<file path="src/rtl/itd_pkg.sv">
`timescale 1ns / 1ps
// ----------------------------------------------------------------------------
// itd_pkg: shared types and constants of the interval task dispatcher
// Request and response words, opcodes, result kinds, the stored task entry
// and the control groups that pass between the dispatcher's modules.
// ----------------------------------------------------------------------------
package itd_pkg;

	// default number of task table slots
	localparam int DEF_TABLE_DEPTH = 16;

	// request opcodes
	typedef enum logic [2:0] {
		OP_TICK    = 3'd0,
		OP_ADD     = 3'd1,
		OP_ENABLE  = 3'd2,
		OP_DISABLE = 3'd3,
		OP_REMOVE  = 3'd4
	} opcode_t;

	// response kinds
	typedef enum logic [1:0] {
		KIND_DUE   = 2'd0,
		KIND_ADDED = 2'd1,
		KIND_FULL  = 2'd2,
		KIND_DONE  = 2'd3
	} kind_t;

	// one request
	typedef struct packed {
		opcode_t     opcode;
		logic [31:0] now_ms;
		logic [3:0]  slot_index;
		logic [31:0] period_ms;
		logic [7:0]  priority_req;
		logic [7:0]  task_tag;
	} req_t;

	// one response
	typedef struct packed {
		kind_t      kind;
		logic [3:0] slot;
		logic [7:0] tag;
		logic       last;
	} rsp_t;

	// stored task entry (enabled flag is kept apart in flops)
	typedef struct packed {
		logic [31:0] interval;
		logic [31:0] last_run;
		logic [7:0]  prio;
		logic [7:0]  tag;
	} entry_t;

	// entry memory port strobes
	typedef struct packed {
		logic wr_en;
		logic rd_en;
	} ram_ctl_t;

	// operands of the shared compare unit: ge = (a - b) >= c
	typedef struct packed {
		logic [31:0] a;
		logic [31:0] b;
		logic [31:0] c;
	} cmp_ops_t;

endpackage

</file>
<file path="src/rtl/itd_entry_ram.sv">
`timescale 1ns / 1ps
// ----------------------------------------------------------------------------
// itd_entry_ram: task entry storage
// One write port and one read port with registered read data. Contents are
// undefined until written; only slots below the task count are ever read.
// ----------------------------------------------------------------------------
module itd_entry_ram #(
	parameter int DEPTH  = itd_pkg::DEF_TABLE_DEPTH,
	parameter int ADDR_W = $clog2(itd_pkg::DEF_TABLE_DEPTH)
) (
	input  logic              clk,
	input  itd_pkg::ram_ctl_t ctl,
	input  logic [ADDR_W-1:0] wr_addr,
	input  itd_pkg::entry_t   wr_data,
	input  logic [ADDR_W-1:0] rd_addr,
	output itd_pkg::entry_t   rd_data
);
	import itd_pkg::*;

	entry_t mem [DEPTH];

	// write port and registered read port
	always_ff @(posedge clk) begin
		if (ctl.wr_en) begin
			mem[wr_addr] <= wr_data;
		end
		if (ctl.rd_en) begin
			rd_data <= mem[rd_addr];
		end
	end

endmodule

</file>
<file path="src/rtl/itd_cmp_unit.sv">
`timescale 1ns / 1ps
// ----------------------------------------------------------------------------
// itd_cmp_unit: shared subtract and compare unit
// Computes (a - b) mod 2^32 >= c. Used for the due test of a tick and for
// the priority test of the insertion walk.
// ----------------------------------------------------------------------------
module itd_cmp_unit (
	input  itd_pkg::cmp_ops_t ops,
	output logic              ge
);
	import itd_pkg::*;

	logic [31:0] diff;

	// wrapping difference, then unsigned compare
	assign diff = ops.a - ops.b;
	assign ge   = (diff >= ops.c);

endmodule

</file>
<file path="src/rtl/interval_task_dispatcher_unit.sv">
`timescale 1ns / 1ps
// ----------------------------------------------------------------------------
// interval_task_dispatcher_unit: priority sorted interval task table
// Holds up to TABLE_DEPTH tasks sorted by priority. Ticks report due tasks
// in table order; add, enable, disable and remove edit the table.
//
//   channel | signals                  | direction | payload
//   --------+--------------------------+-----------+-------------------------
//   request | req_valid, req_stall     | in        | req (opcode, time, task)
//   result  | rsp_valid, rsp_stall     | out       | rsp (kind, slot, tag, last)
//
// A request is taken only when the sequencer is idle. A tick visits each task
// in turn; add walks down from the table end, moving each entry of higher
// priority up one slot (a full table answers full without a walk); remove moves
// each entry above the removed slot down one (none when the slot is out of range).
// Entries are handled one at a time: the entry memory has a single read and
// a single write port and the tick and add walks share the compare unit.
// Reset clears the task count and all enabled flags; the entry memory needs no
// clearing. A stalled result holds the sequencer only where it must emit one.
// ----------------------------------------------------------------------------
module interval_task_dispatcher_unit #(
	parameter int TABLE_DEPTH = itd_pkg::DEF_TABLE_DEPTH
) (
	input  logic          clk,
	input  logic          arst_n,
	input  logic          req_valid,
	output logic          req_stall,
	input  itd_pkg::req_t req,
	output logic          rsp_valid,
	input  logic          rsp_stall,
	output itd_pkg::rsp_t rsp
);
	import itd_pkg::*;

	localparam int IDX_W = $clog2(TABLE_DEPTH);
	localparam int CNT_W = IDX_W + 1;

	typedef enum logic [3:0] {
		ST_IDLE,
		ST_DISPATCH,
		ST_TK_CHK,
		ST_ADD_CHK,
		ST_ADD_INS,
		ST_FULL,
		ST_RM_CHK,
		ST_RM_FIN,
		ST_DONE
	} state_t;

	state_t           state_q;
	req_t             req_q;
	logic [IDX_W-1:0] i_q;
	logic [CNT_W-1:0] cnt_q;
	logic             rsp_valid_q;
	rsp_t             rsp_q;
	logic [TABLE_DEPTH-1:0] en_q;

	// memory and compare unit hookup
	ram_ctl_t         ram_ctl;
	logic [IDX_W-1:0] wr_addr;
	entry_t           wr_data;
	logic [IDX_W-1:0] rd_addr;
	entry_t           rd_data;
	cmp_ops_t         cmp_ops;
	logic             ge;

	// sequencer decisions
	state_t           state_d;
	logic [IDX_W-1:0] i_d;
	logic [CNT_W-1:0] cnt_d;
	logic             emit_ok;
	logic             emit;
	rsp_t             emit_data;
	logic             en_we;
	logic [IDX_W-1:0] en_addr;
	logic             en_val;

	// index helpers
	logic [CNT_W-1:0]   ix;
	logic [CNT_W-1:0]   ix_p1;
	logic [CNT_W-1:0]   ix_p2;
	logic [IDX_W-1:0]   i_m1;
	logic [IDX_W-1:0]   i_m2;
	logic [CNT_W+3:0]   idx_cmp_a;
	logic [CNT_W+3:0]   idx_cmp_b;
	logic               idx_ok;
	logic [IDX_W+3:0]   idx_wide;
	logic [IDX_W-1:0]   idx;
	logic [CNT_W-1:0]   idx_p1;
	logic [IDX_W+3:0]   slot_wide;
	logic [8:0]         prio_p1;
	logic               due;
	logic               full;

	itd_entry_ram #(
		.DEPTH  (TABLE_DEPTH),
		.ADDR_W (IDX_W)
	) u_ram (
		.clk     (clk),
		.ctl     (ram_ctl),
		.wr_addr (wr_addr),
		.wr_data (wr_data),
		.rd_addr (rd_addr),
		.rd_data (rd_data)
	);

	itd_cmp_unit u_cmp (
		.ops (cmp_ops),
		.ge  (ge)
	);

	assign req_stall = (state_q != ST_IDLE);
	assign rsp_valid = rsp_valid_q;
	assign rsp       = rsp_q;
	assign emit_ok   = !rsp_valid_q || !rsp_stall;

	// index arithmetic
	assign ix        = {1'b0, i_q};
	assign ix_p1     = ix + CNT_W'(1);
	assign ix_p2     = ix + CNT_W'(2);
	assign i_m1      = i_q - IDX_W'(1);
	assign i_m2      = i_q - IDX_W'(2);
	assign idx_cmp_a = {{CNT_W{1'b0}}, req_q.slot_index};
	assign idx_cmp_b = {4'b0000, cnt_q};
	assign idx_ok    = (idx_cmp_a < idx_cmp_b);
	assign idx_wide  = {{IDX_W{1'b0}}, req_q.slot_index};
	assign idx       = idx_wide[IDX_W-1:0];
	assign idx_p1    = {1'b0, idx} + CNT_W'(1);
	assign slot_wide = {4'b0000, i_q};
	assign prio_p1   = {1'b0, req_q.priority_req} + 9'd1;
	assign full      = (cnt_q == CNT_W'(TABLE_DEPTH));
	assign due       = en_q[i_q] && ge;

	// shared compare operands
	always_comb begin
		if (state_q == ST_ADD_CHK) begin
			cmp_ops.a = {24'd0, rd_data.prio};
			cmp_ops.b = 32'd0;
			cmp_ops.c = {23'd0, prio_p1};
		end else begin
			cmp_ops.a = req_q.now_ms;
			cmp_ops.b = rd_data.last_run;
			cmp_ops.c = rd_data.interval;
		end
	end

	// sequencer next state, memory strobes and result selection
	always_comb begin
		state_d       = state_q;
		i_d           = i_q;
		cnt_d         = cnt_q;
		ram_ctl.wr_en = 1'b0;
		ram_ctl.rd_en = 1'b0;
		wr_addr       = i_q;
		wr_data       = rd_data;
		rd_addr       = i_q;
		en_we         = 1'b0;
		en_addr       = i_q;
		en_val        = 1'b0;
		emit          = 1'b0;
		emit_data     = '{kind: KIND_DONE, slot: 4'd0, tag: 8'd0, last: 1'b1};

		case (state_q)
			ST_IDLE: begin
				if (req_valid) begin
					state_d = ST_DISPATCH;
				end
			end
			ST_DISPATCH: begin
				case (req_q.opcode)
					OP_TICK: begin
						if (cnt_q == '0) begin
							state_d = ST_DONE;
						end else begin
							ram_ctl.rd_en = 1'b1;
							rd_addr       = '0;
							i_d           = '0;
							state_d       = ST_TK_CHK;
						end
					end
					OP_ADD: begin
						if (full) begin
							state_d = ST_FULL;
						end else begin
							i_d = cnt_q[IDX_W-1:0];
							if (cnt_q == '0) begin
								state_d = ST_ADD_INS;
							end else begin
								ram_ctl.rd_en = 1'b1;
								rd_addr       = cnt_q[IDX_W-1:0] - IDX_W'(1);
								state_d       = ST_ADD_CHK;
							end
						end
					end
					OP_ENABLE, OP_DISABLE: begin
						en_we   = idx_ok;
						en_addr = idx;
						en_val  = (req_q.opcode == OP_ENABLE);
						state_d = ST_DONE;
					end
					OP_REMOVE: begin
						if (!idx_ok) begin
							state_d = ST_DONE;
						end else begin
							i_d = idx;
							if (idx_p1 < cnt_q) begin
								ram_ctl.rd_en = 1'b1;
								rd_addr       = idx_p1[IDX_W-1:0];
								state_d       = ST_RM_CHK;
							end else begin
								state_d = ST_RM_FIN;
							end
						end
					end
					default: begin
						state_d = ST_DONE;
					end
				endcase
			end
			ST_TK_CHK: begin
				// rd_data holds entry i; hold while a due result cannot go out
				if (!due || emit_ok) begin
					if (due) begin
						ram_ctl.wr_en    = 1'b1;
						wr_addr          = i_q;
						wr_data          = rd_data;
						wr_data.last_run = req_q.now_ms;
						emit             = 1'b1;
						emit_data        = '{kind: KIND_DUE, slot: slot_wide[3:0],
							tag: rd_data.tag, last: 1'b0};
					end
					if (ix_p1 < cnt_q) begin
						ram_ctl.rd_en = 1'b1;
						rd_addr       = ix_p1[IDX_W-1:0];
						i_d           = ix_p1[IDX_W-1:0];
					end else begin
						state_d = ST_DONE;
					end
				end
			end
			ST_ADD_CHK: begin
				// rd_data holds entry i-1; move it up while its priority is higher
				if (ge) begin
					ram_ctl.wr_en = 1'b1;
					wr_addr       = i_q;
					wr_data       = rd_data;
					en_we         = 1'b1;
					en_addr       = i_q;
					en_val        = en_q[i_m1];
					i_d           = i_m1;
					if (ix > CNT_W'(1)) begin
						ram_ctl.rd_en = 1'b1;
						rd_addr       = i_m2;
					end else begin
						state_d = ST_ADD_INS;
					end
				end else begin
					state_d = ST_ADD_INS;
				end
			end
			ST_ADD_INS: begin
				if (emit_ok) begin
					ram_ctl.wr_en = 1'b1;
					wr_addr       = i_q;
					wr_data       = '{interval: req_q.period_ms, last_run: 32'd0,
						prio: req_q.priority_req, tag: req_q.task_tag};
					en_we         = 1'b1;
					en_addr       = i_q;
					en_val        = 1'b1;
					cnt_d         = cnt_q + CNT_W'(1);
					emit          = 1'b1;
					emit_data     = '{kind: KIND_ADDED, slot: slot_wide[3:0],
						tag: req_q.task_tag, last: 1'b1};
					state_d       = ST_IDLE;
				end
			end
			ST_FULL: begin
				if (emit_ok) begin
					emit      = 1'b1;
					emit_data = '{kind: KIND_FULL, slot: 4'd0, tag: 8'd0, last: 1'b1};
					state_d   = ST_IDLE;
				end
			end
			ST_RM_CHK: begin
				// rd_data holds entry i+1; move it down one slot
				ram_ctl.wr_en = 1'b1;
				wr_addr       = i_q;
				wr_data       = rd_data;
				en_we         = 1'b1;
				en_addr       = i_q;
				en_val        = en_q[ix_p1[IDX_W-1:0]];
				i_d           = ix_p1[IDX_W-1:0];
				if (ix_p2 < cnt_q) begin
					ram_ctl.rd_en = 1'b1;
					rd_addr       = ix_p2[IDX_W-1:0];
				end else begin
					state_d = ST_RM_FIN;
				end
			end
			ST_RM_FIN: begin
				cnt_d   = cnt_q - CNT_W'(1);
				state_d = ST_DONE;
			end
			ST_DONE: begin
				if (emit_ok) begin
					emit    = 1'b1;
					state_d = ST_IDLE;
				end
			end
			default: begin
				state_d = ST_IDLE;
			end
		endcase
	end

	// sequencer state, request capture and result register
	always_ff @(posedge clk or negedge arst_n) begin
		if (!arst_n) begin
			state_q     <= ST_IDLE;
			req_q       <= '0;
			i_q         <= '0;
			cnt_q       <= '0;
			rsp_valid_q <= 1'b0;
			rsp_q       <= '0;
		end else begin
			state_q <= state_d;
			i_q     <= i_d;
			cnt_q   <= cnt_d;
			if (state_q == ST_IDLE && req_valid) begin
				req_q <= req;
			end
			if (emit) begin
				rsp_valid_q <= 1'b1;
				rsp_q       <= emit_data;
			end else if (!rsp_stall) begin
				rsp_valid_q <= 1'b0;
			end
		end
	end

	// enabled flags
	always_ff @(posedge clk or negedge arst_n) begin
		if (!arst_n) begin
			en_q <= '0;
		end else if (en_we) begin
			en_q[en_addr] <= en_val;
		end
	end

	// task count stays within the table
	a_cnt_range: assert property (@(posedge clk) disable iff (!arst_n)
		cnt_q <= CNT_W'(TABLE_DEPTH))
		else $error("task count beyond table depth");

	// a done result closes the request and frees the sequencer
	a_done_last: assert property (@(posedge clk) disable iff (!arst_n)
		(state_q == ST_DONE && emit_ok) |=>
		(state_q == ST_IDLE && rsp_valid && rsp.last && rsp.kind == KIND_DONE))
		else $error("done result not delivered as last");

	// a completed insert grows the table by one
	a_add_count: assert property (@(posedge clk) disable iff (!arst_n)
		(state_q == ST_ADD_INS && emit_ok) |=> (cnt_q == $past(cnt_q) + CNT_W'(1)))
		else $error("insert did not grow task count");

	// a remove shrinks the table by one
	a_rm_count: assert property (@(posedge clk) disable iff (!arst_n)
		(state_q == ST_RM_FIN) |=> (cnt_q == $past(cnt_q) - CNT_W'(1)))
		else $error("remove did not shrink task count");

	// a due report is never the final result of a tick
	a_due_not_last: assert property (@(posedge clk) disable iff (!arst_n)
		(rsp_valid && rsp.kind == KIND_DUE) |-> !rsp.last)
		else $error("due report marked last");

endmodule

</file>
<file path="config.mk">
export PLATFORM = sky130hd
export DESIGN_NAME = interval_task_dispatcher_unit
export DESIGN_NICKNAME = d
export VERILOG_FILES = /design/src/rtl/itd_pkg.sv /design/src/rtl/itd_entry_ram.sv /design/src/rtl/itd_cmp_unit.sv /design/src/rtl/interval_task_dispatcher_unit.sv
export SDC_FILE = /design/constraint.sdc
export NUM_CORES = 2
export LEC_CHECK = 0
export BUFFER_PORTS_ARGS = -buffer_cell sky130_fd_sc_hd__buf_4
export CORE_MARGIN = 2
export CORE_UTILIZATION = 63
export CTS_CLUSTER_DIAMETER = 30
export DETAILED_ROUTE_END_ITERATION = 10
export PLACE_DENSITY = 0.8
export SYNTH_ARGS = -nofsm -noshare
export SYNTH_HDL_FRONTEND = slang
export SYNTH_SLANG_ARGS = --single-unit
</file>
<file path="constraint.sdc">
create_clock -name clk -period 17.15 [get_ports clk]
set_input_delay 0.8575 -clock clk [delete_from_list [all_inputs] [get_ports clk]]
set_output_delay 0.8575 -clock clk [all_outputs]
set_load 0.02 [all_outputs]
</file>
==> results.cfg <==
[yosys]
synthCells = 3320
synth_simple_gate_area_share_pct = 3.72
synth_area_um2 = 62200
synth_compound_gate_area_share_pct = 3.24
synth.distinct_cells = 86
async_flop_share_pct = 8.85
synth_xor_area_share_pct = 0.647
synth_ff_type = edfxtp_1
yosys_register_bits = 1492
synthAdderAreaFrac_pct = 1.93
synth_top_family_by_area = multiplexers
yosys_warnings = 0
synth_fp_nets = 3506
synthMuxAreaShare_pct = 17.9
synth_edf_count = 1360
avgSynthCellArea_um2 = 18.7
ys_seq_area_share_pct = 70.9

[clocking]
post_cts_buffers = 0
root_buffer = clkbuf_16
cts_made_buffers = 235
clockBufferDepth = 3
cts_resized = 0
htreeDepth = 4
path_clk_slew_ps = 60
cts_sinks = 1492
clkLatencyLatePin_ps = 860
cts_tree = built
hold_buffers = 0

[place]
dpl.hpwl_um = 80700
routabilityCongestion = 0.927
place_ws_ps = 7120
dpl-instance-area_um2 = 64500
io_buffers = 107

[timing]
hold_violations = 0
slew_violations = 0
setup_ws_ps = 6770
finalSetupTns_ps = 0
worst_pin_slew_ps = 1250
period_needed_ps = 10380
min_period_over_period_pct = 60.5
skew_ps = 92.1
max_freq_mhz = 96.4
grt_setup_unrepaired = false
setup_violations = 0
slew_headroom_pct = 16.7

[worst_setup_path]
cp.arrival_ps = 10890
worst_setup_path_start_kind = register
slowest_stage = buf_4
slowest_delay_ps = 1020
worstPathMaxFanout = 81
cp.required_ps = 17670
end_kind = register
criticalPathCategory = register to register

[route]
drtIter0Drc = 4755
antenna_left = 0
dr.pass1.iters = 8
via_count = 34700
vias_per_cell = 6.87
wl_per_cell_um = 32.5
drt_wl_total_um = 164000
drc_errors = 0

[die]
boundaryPins = 108
die_height_um = 318
initial_core_util_pct = 63.4
core.rowCount = 115
die_area_um2 = 101000
core_area_um2 = 98100
die_x_um = 318

[global_route]
grt_max_degree = 174
grt_remaining_overflow = 0
grt_pass1_vias = 36600
groute.usage.overall_pct = 32.9
antenna_found_initial = 6
grt_pass1_wl_um = 241000

[job]
drv_cap = 0

[final_layout]
final_nets = 3741
drive_gt1_share_pct = 28.1
final_area_um2 = 72700
area_delta_synth_final_pct = 16.8

[worst_hold_path]
hold_path_class = input pin to asynchronous set/reset pin

[power_and_ir_drop]
power_density_nw_per_um2 = 121
total_leakage_power_nw = 20.2
ir_drop_v = 0.000100

[status]
status = finished, final reports clean
[path summary, 6_finish.rpt]
kind / start / end / slack (ps) / cells after the start
worst max-delay path: state_q[2] / u_ram.rd_data[6] / 6770 / 29
worst min-delay path: arst_n / cnt_q[3] / 90 / 1
worst max register to register: state_q[2] / u_ram.rd_data[6] / 6770 / 29
worst min register to register: rsp[11] / rsp[11] / 480 / 2
max in group asynchronous: arst_n / req_q[55] / 15520 / 2
min in group clk: req[0] / req_q[0] / 240 / 2
[cell type report]
cell class                 count  area, um2
sequential                  1492      44100
fill                        5265      25500
multi-input combinational   1625      17300
clock buffer                 265       6080
clock inverter               183       2110
tap                         1287       1610
timing repair buffer         165       1290
inverter                      36        135
antenna                        4       10.0
[synthesized netlist by cell type, drive strengths merged, types with 35 or more instances]
master | count | area [um2]
a21oi | 64 | 320
inv | 35 | 131
o21ai | 55 | 275
mux2i | 249 | 2490
clkbuf | 63 | 236
mux4 | 333 | 7500
nand2 | 293 | 1100
edfxtp | 1360 | 40800
buf | 104 | 616
nor2 | 85 | 329
dfrtp | 132 | 3300
mux2 | 104 | 1170
ha | 93 | 1160
[registers in the layout, indices dropped and copies added, names as in the netlist]
| signal | flops |
|---|---|
| u_ram.mem | 1280 |
| req_q | 83 |
| u_ram.rd_data | 80 |
| en_q | 16 |
| rsp | 15 |
| cnt_q | 5 |
| i_q | 4 |
| idx | 4 |
| state_q | 4 |
| rsp_valid | 1 |
[metrics by stage]
step / util [%] / instances / total power [W] / hold slack [ps]
after global routing: 74.0 / 5053 / 0.00895 / 136
after detailed placement: 65.7 / 4605 / 0.00401 / 473
after CTS: 74.0 / 5053 / 0.00879 / 103
final: 74.1 / 5057 / 0.00876 / 89.9
after floorplan: - / 3320 / 0.00399 / 476
after global placement: 65.7 / 4605 / 0.00401 / 464
[critical path, delay by kind of cell (launching register included)]
kind                       cells  cell delay, ps
DFF                            1             710
xor gates and xnor gates       1             140
buffers and inverters          3            2450
adders and majority gates      3             790
muxes                          4            1040
AOI/OAI and AO/OA             11            2670
and+or+nand+nor                7            1960
[cell families after synthesis]
| logic type | Yosys count |
|---|---|
| AOI/OAI and AO/OA | 278 |
| xor gates and xnor gates | 46 |
| adders and majority gates | 95 |
| buffers and inverters | 203 |
| DFF | 1492 |
| muxes | 686 |
| and+or+nand+nor | 520 |
[cells in the final DEF, fill, tap and decap left out, drive strengths merged, types with 9 or more instances in the layout]
cell type	synthesis	final
nor3	24	24
mux2	104	104
nand2b	13	13
o21ai	55	55
a22o	32	32
nor2	85	85
xor2	13	13
buf	104	165
a21oi	64	64
nand3	18	18
clkinv	1	87
xnor2	33	33
a31oi	11	11
a222oi	9	9
a21o	10	10
nor2b	12	12
or2	9	9
mux2i	249	249
and3	9	9
bufinv	0	26
edfxtp	1360	1360
and2	29	29
clkbuf	63	265
clkinvlp	0	22
inv	35	84
ha	93	93
dfrtp	132	132
mux4	333	333
o21a	13	13
nand2	293	293
[layer usage]
layer	track usage (%)	share of wire, %
met1	42.7	36
met2	53.6	50
met3	7.22	10
met4	15.5	4.7
met5	0	0.015
[report_power, final]
| group | leakage [nW] | switching, W | total, W | internal, W |
|---|---|---|---|---|
| clock network | 3.94 | 0.00182 | 0.00482 | 0.00299 |
| registers | 9.54 | 0.0000000000000000000107 | 0.00391 | 0.00391 |
| logic | 6.70 | 0.0000145 | 0.0000280 | 0.0000135 |
| total | 20.2 | 0.00184 | 0.00876 | 0.00692 |
(Power assumes the default switching activity.)
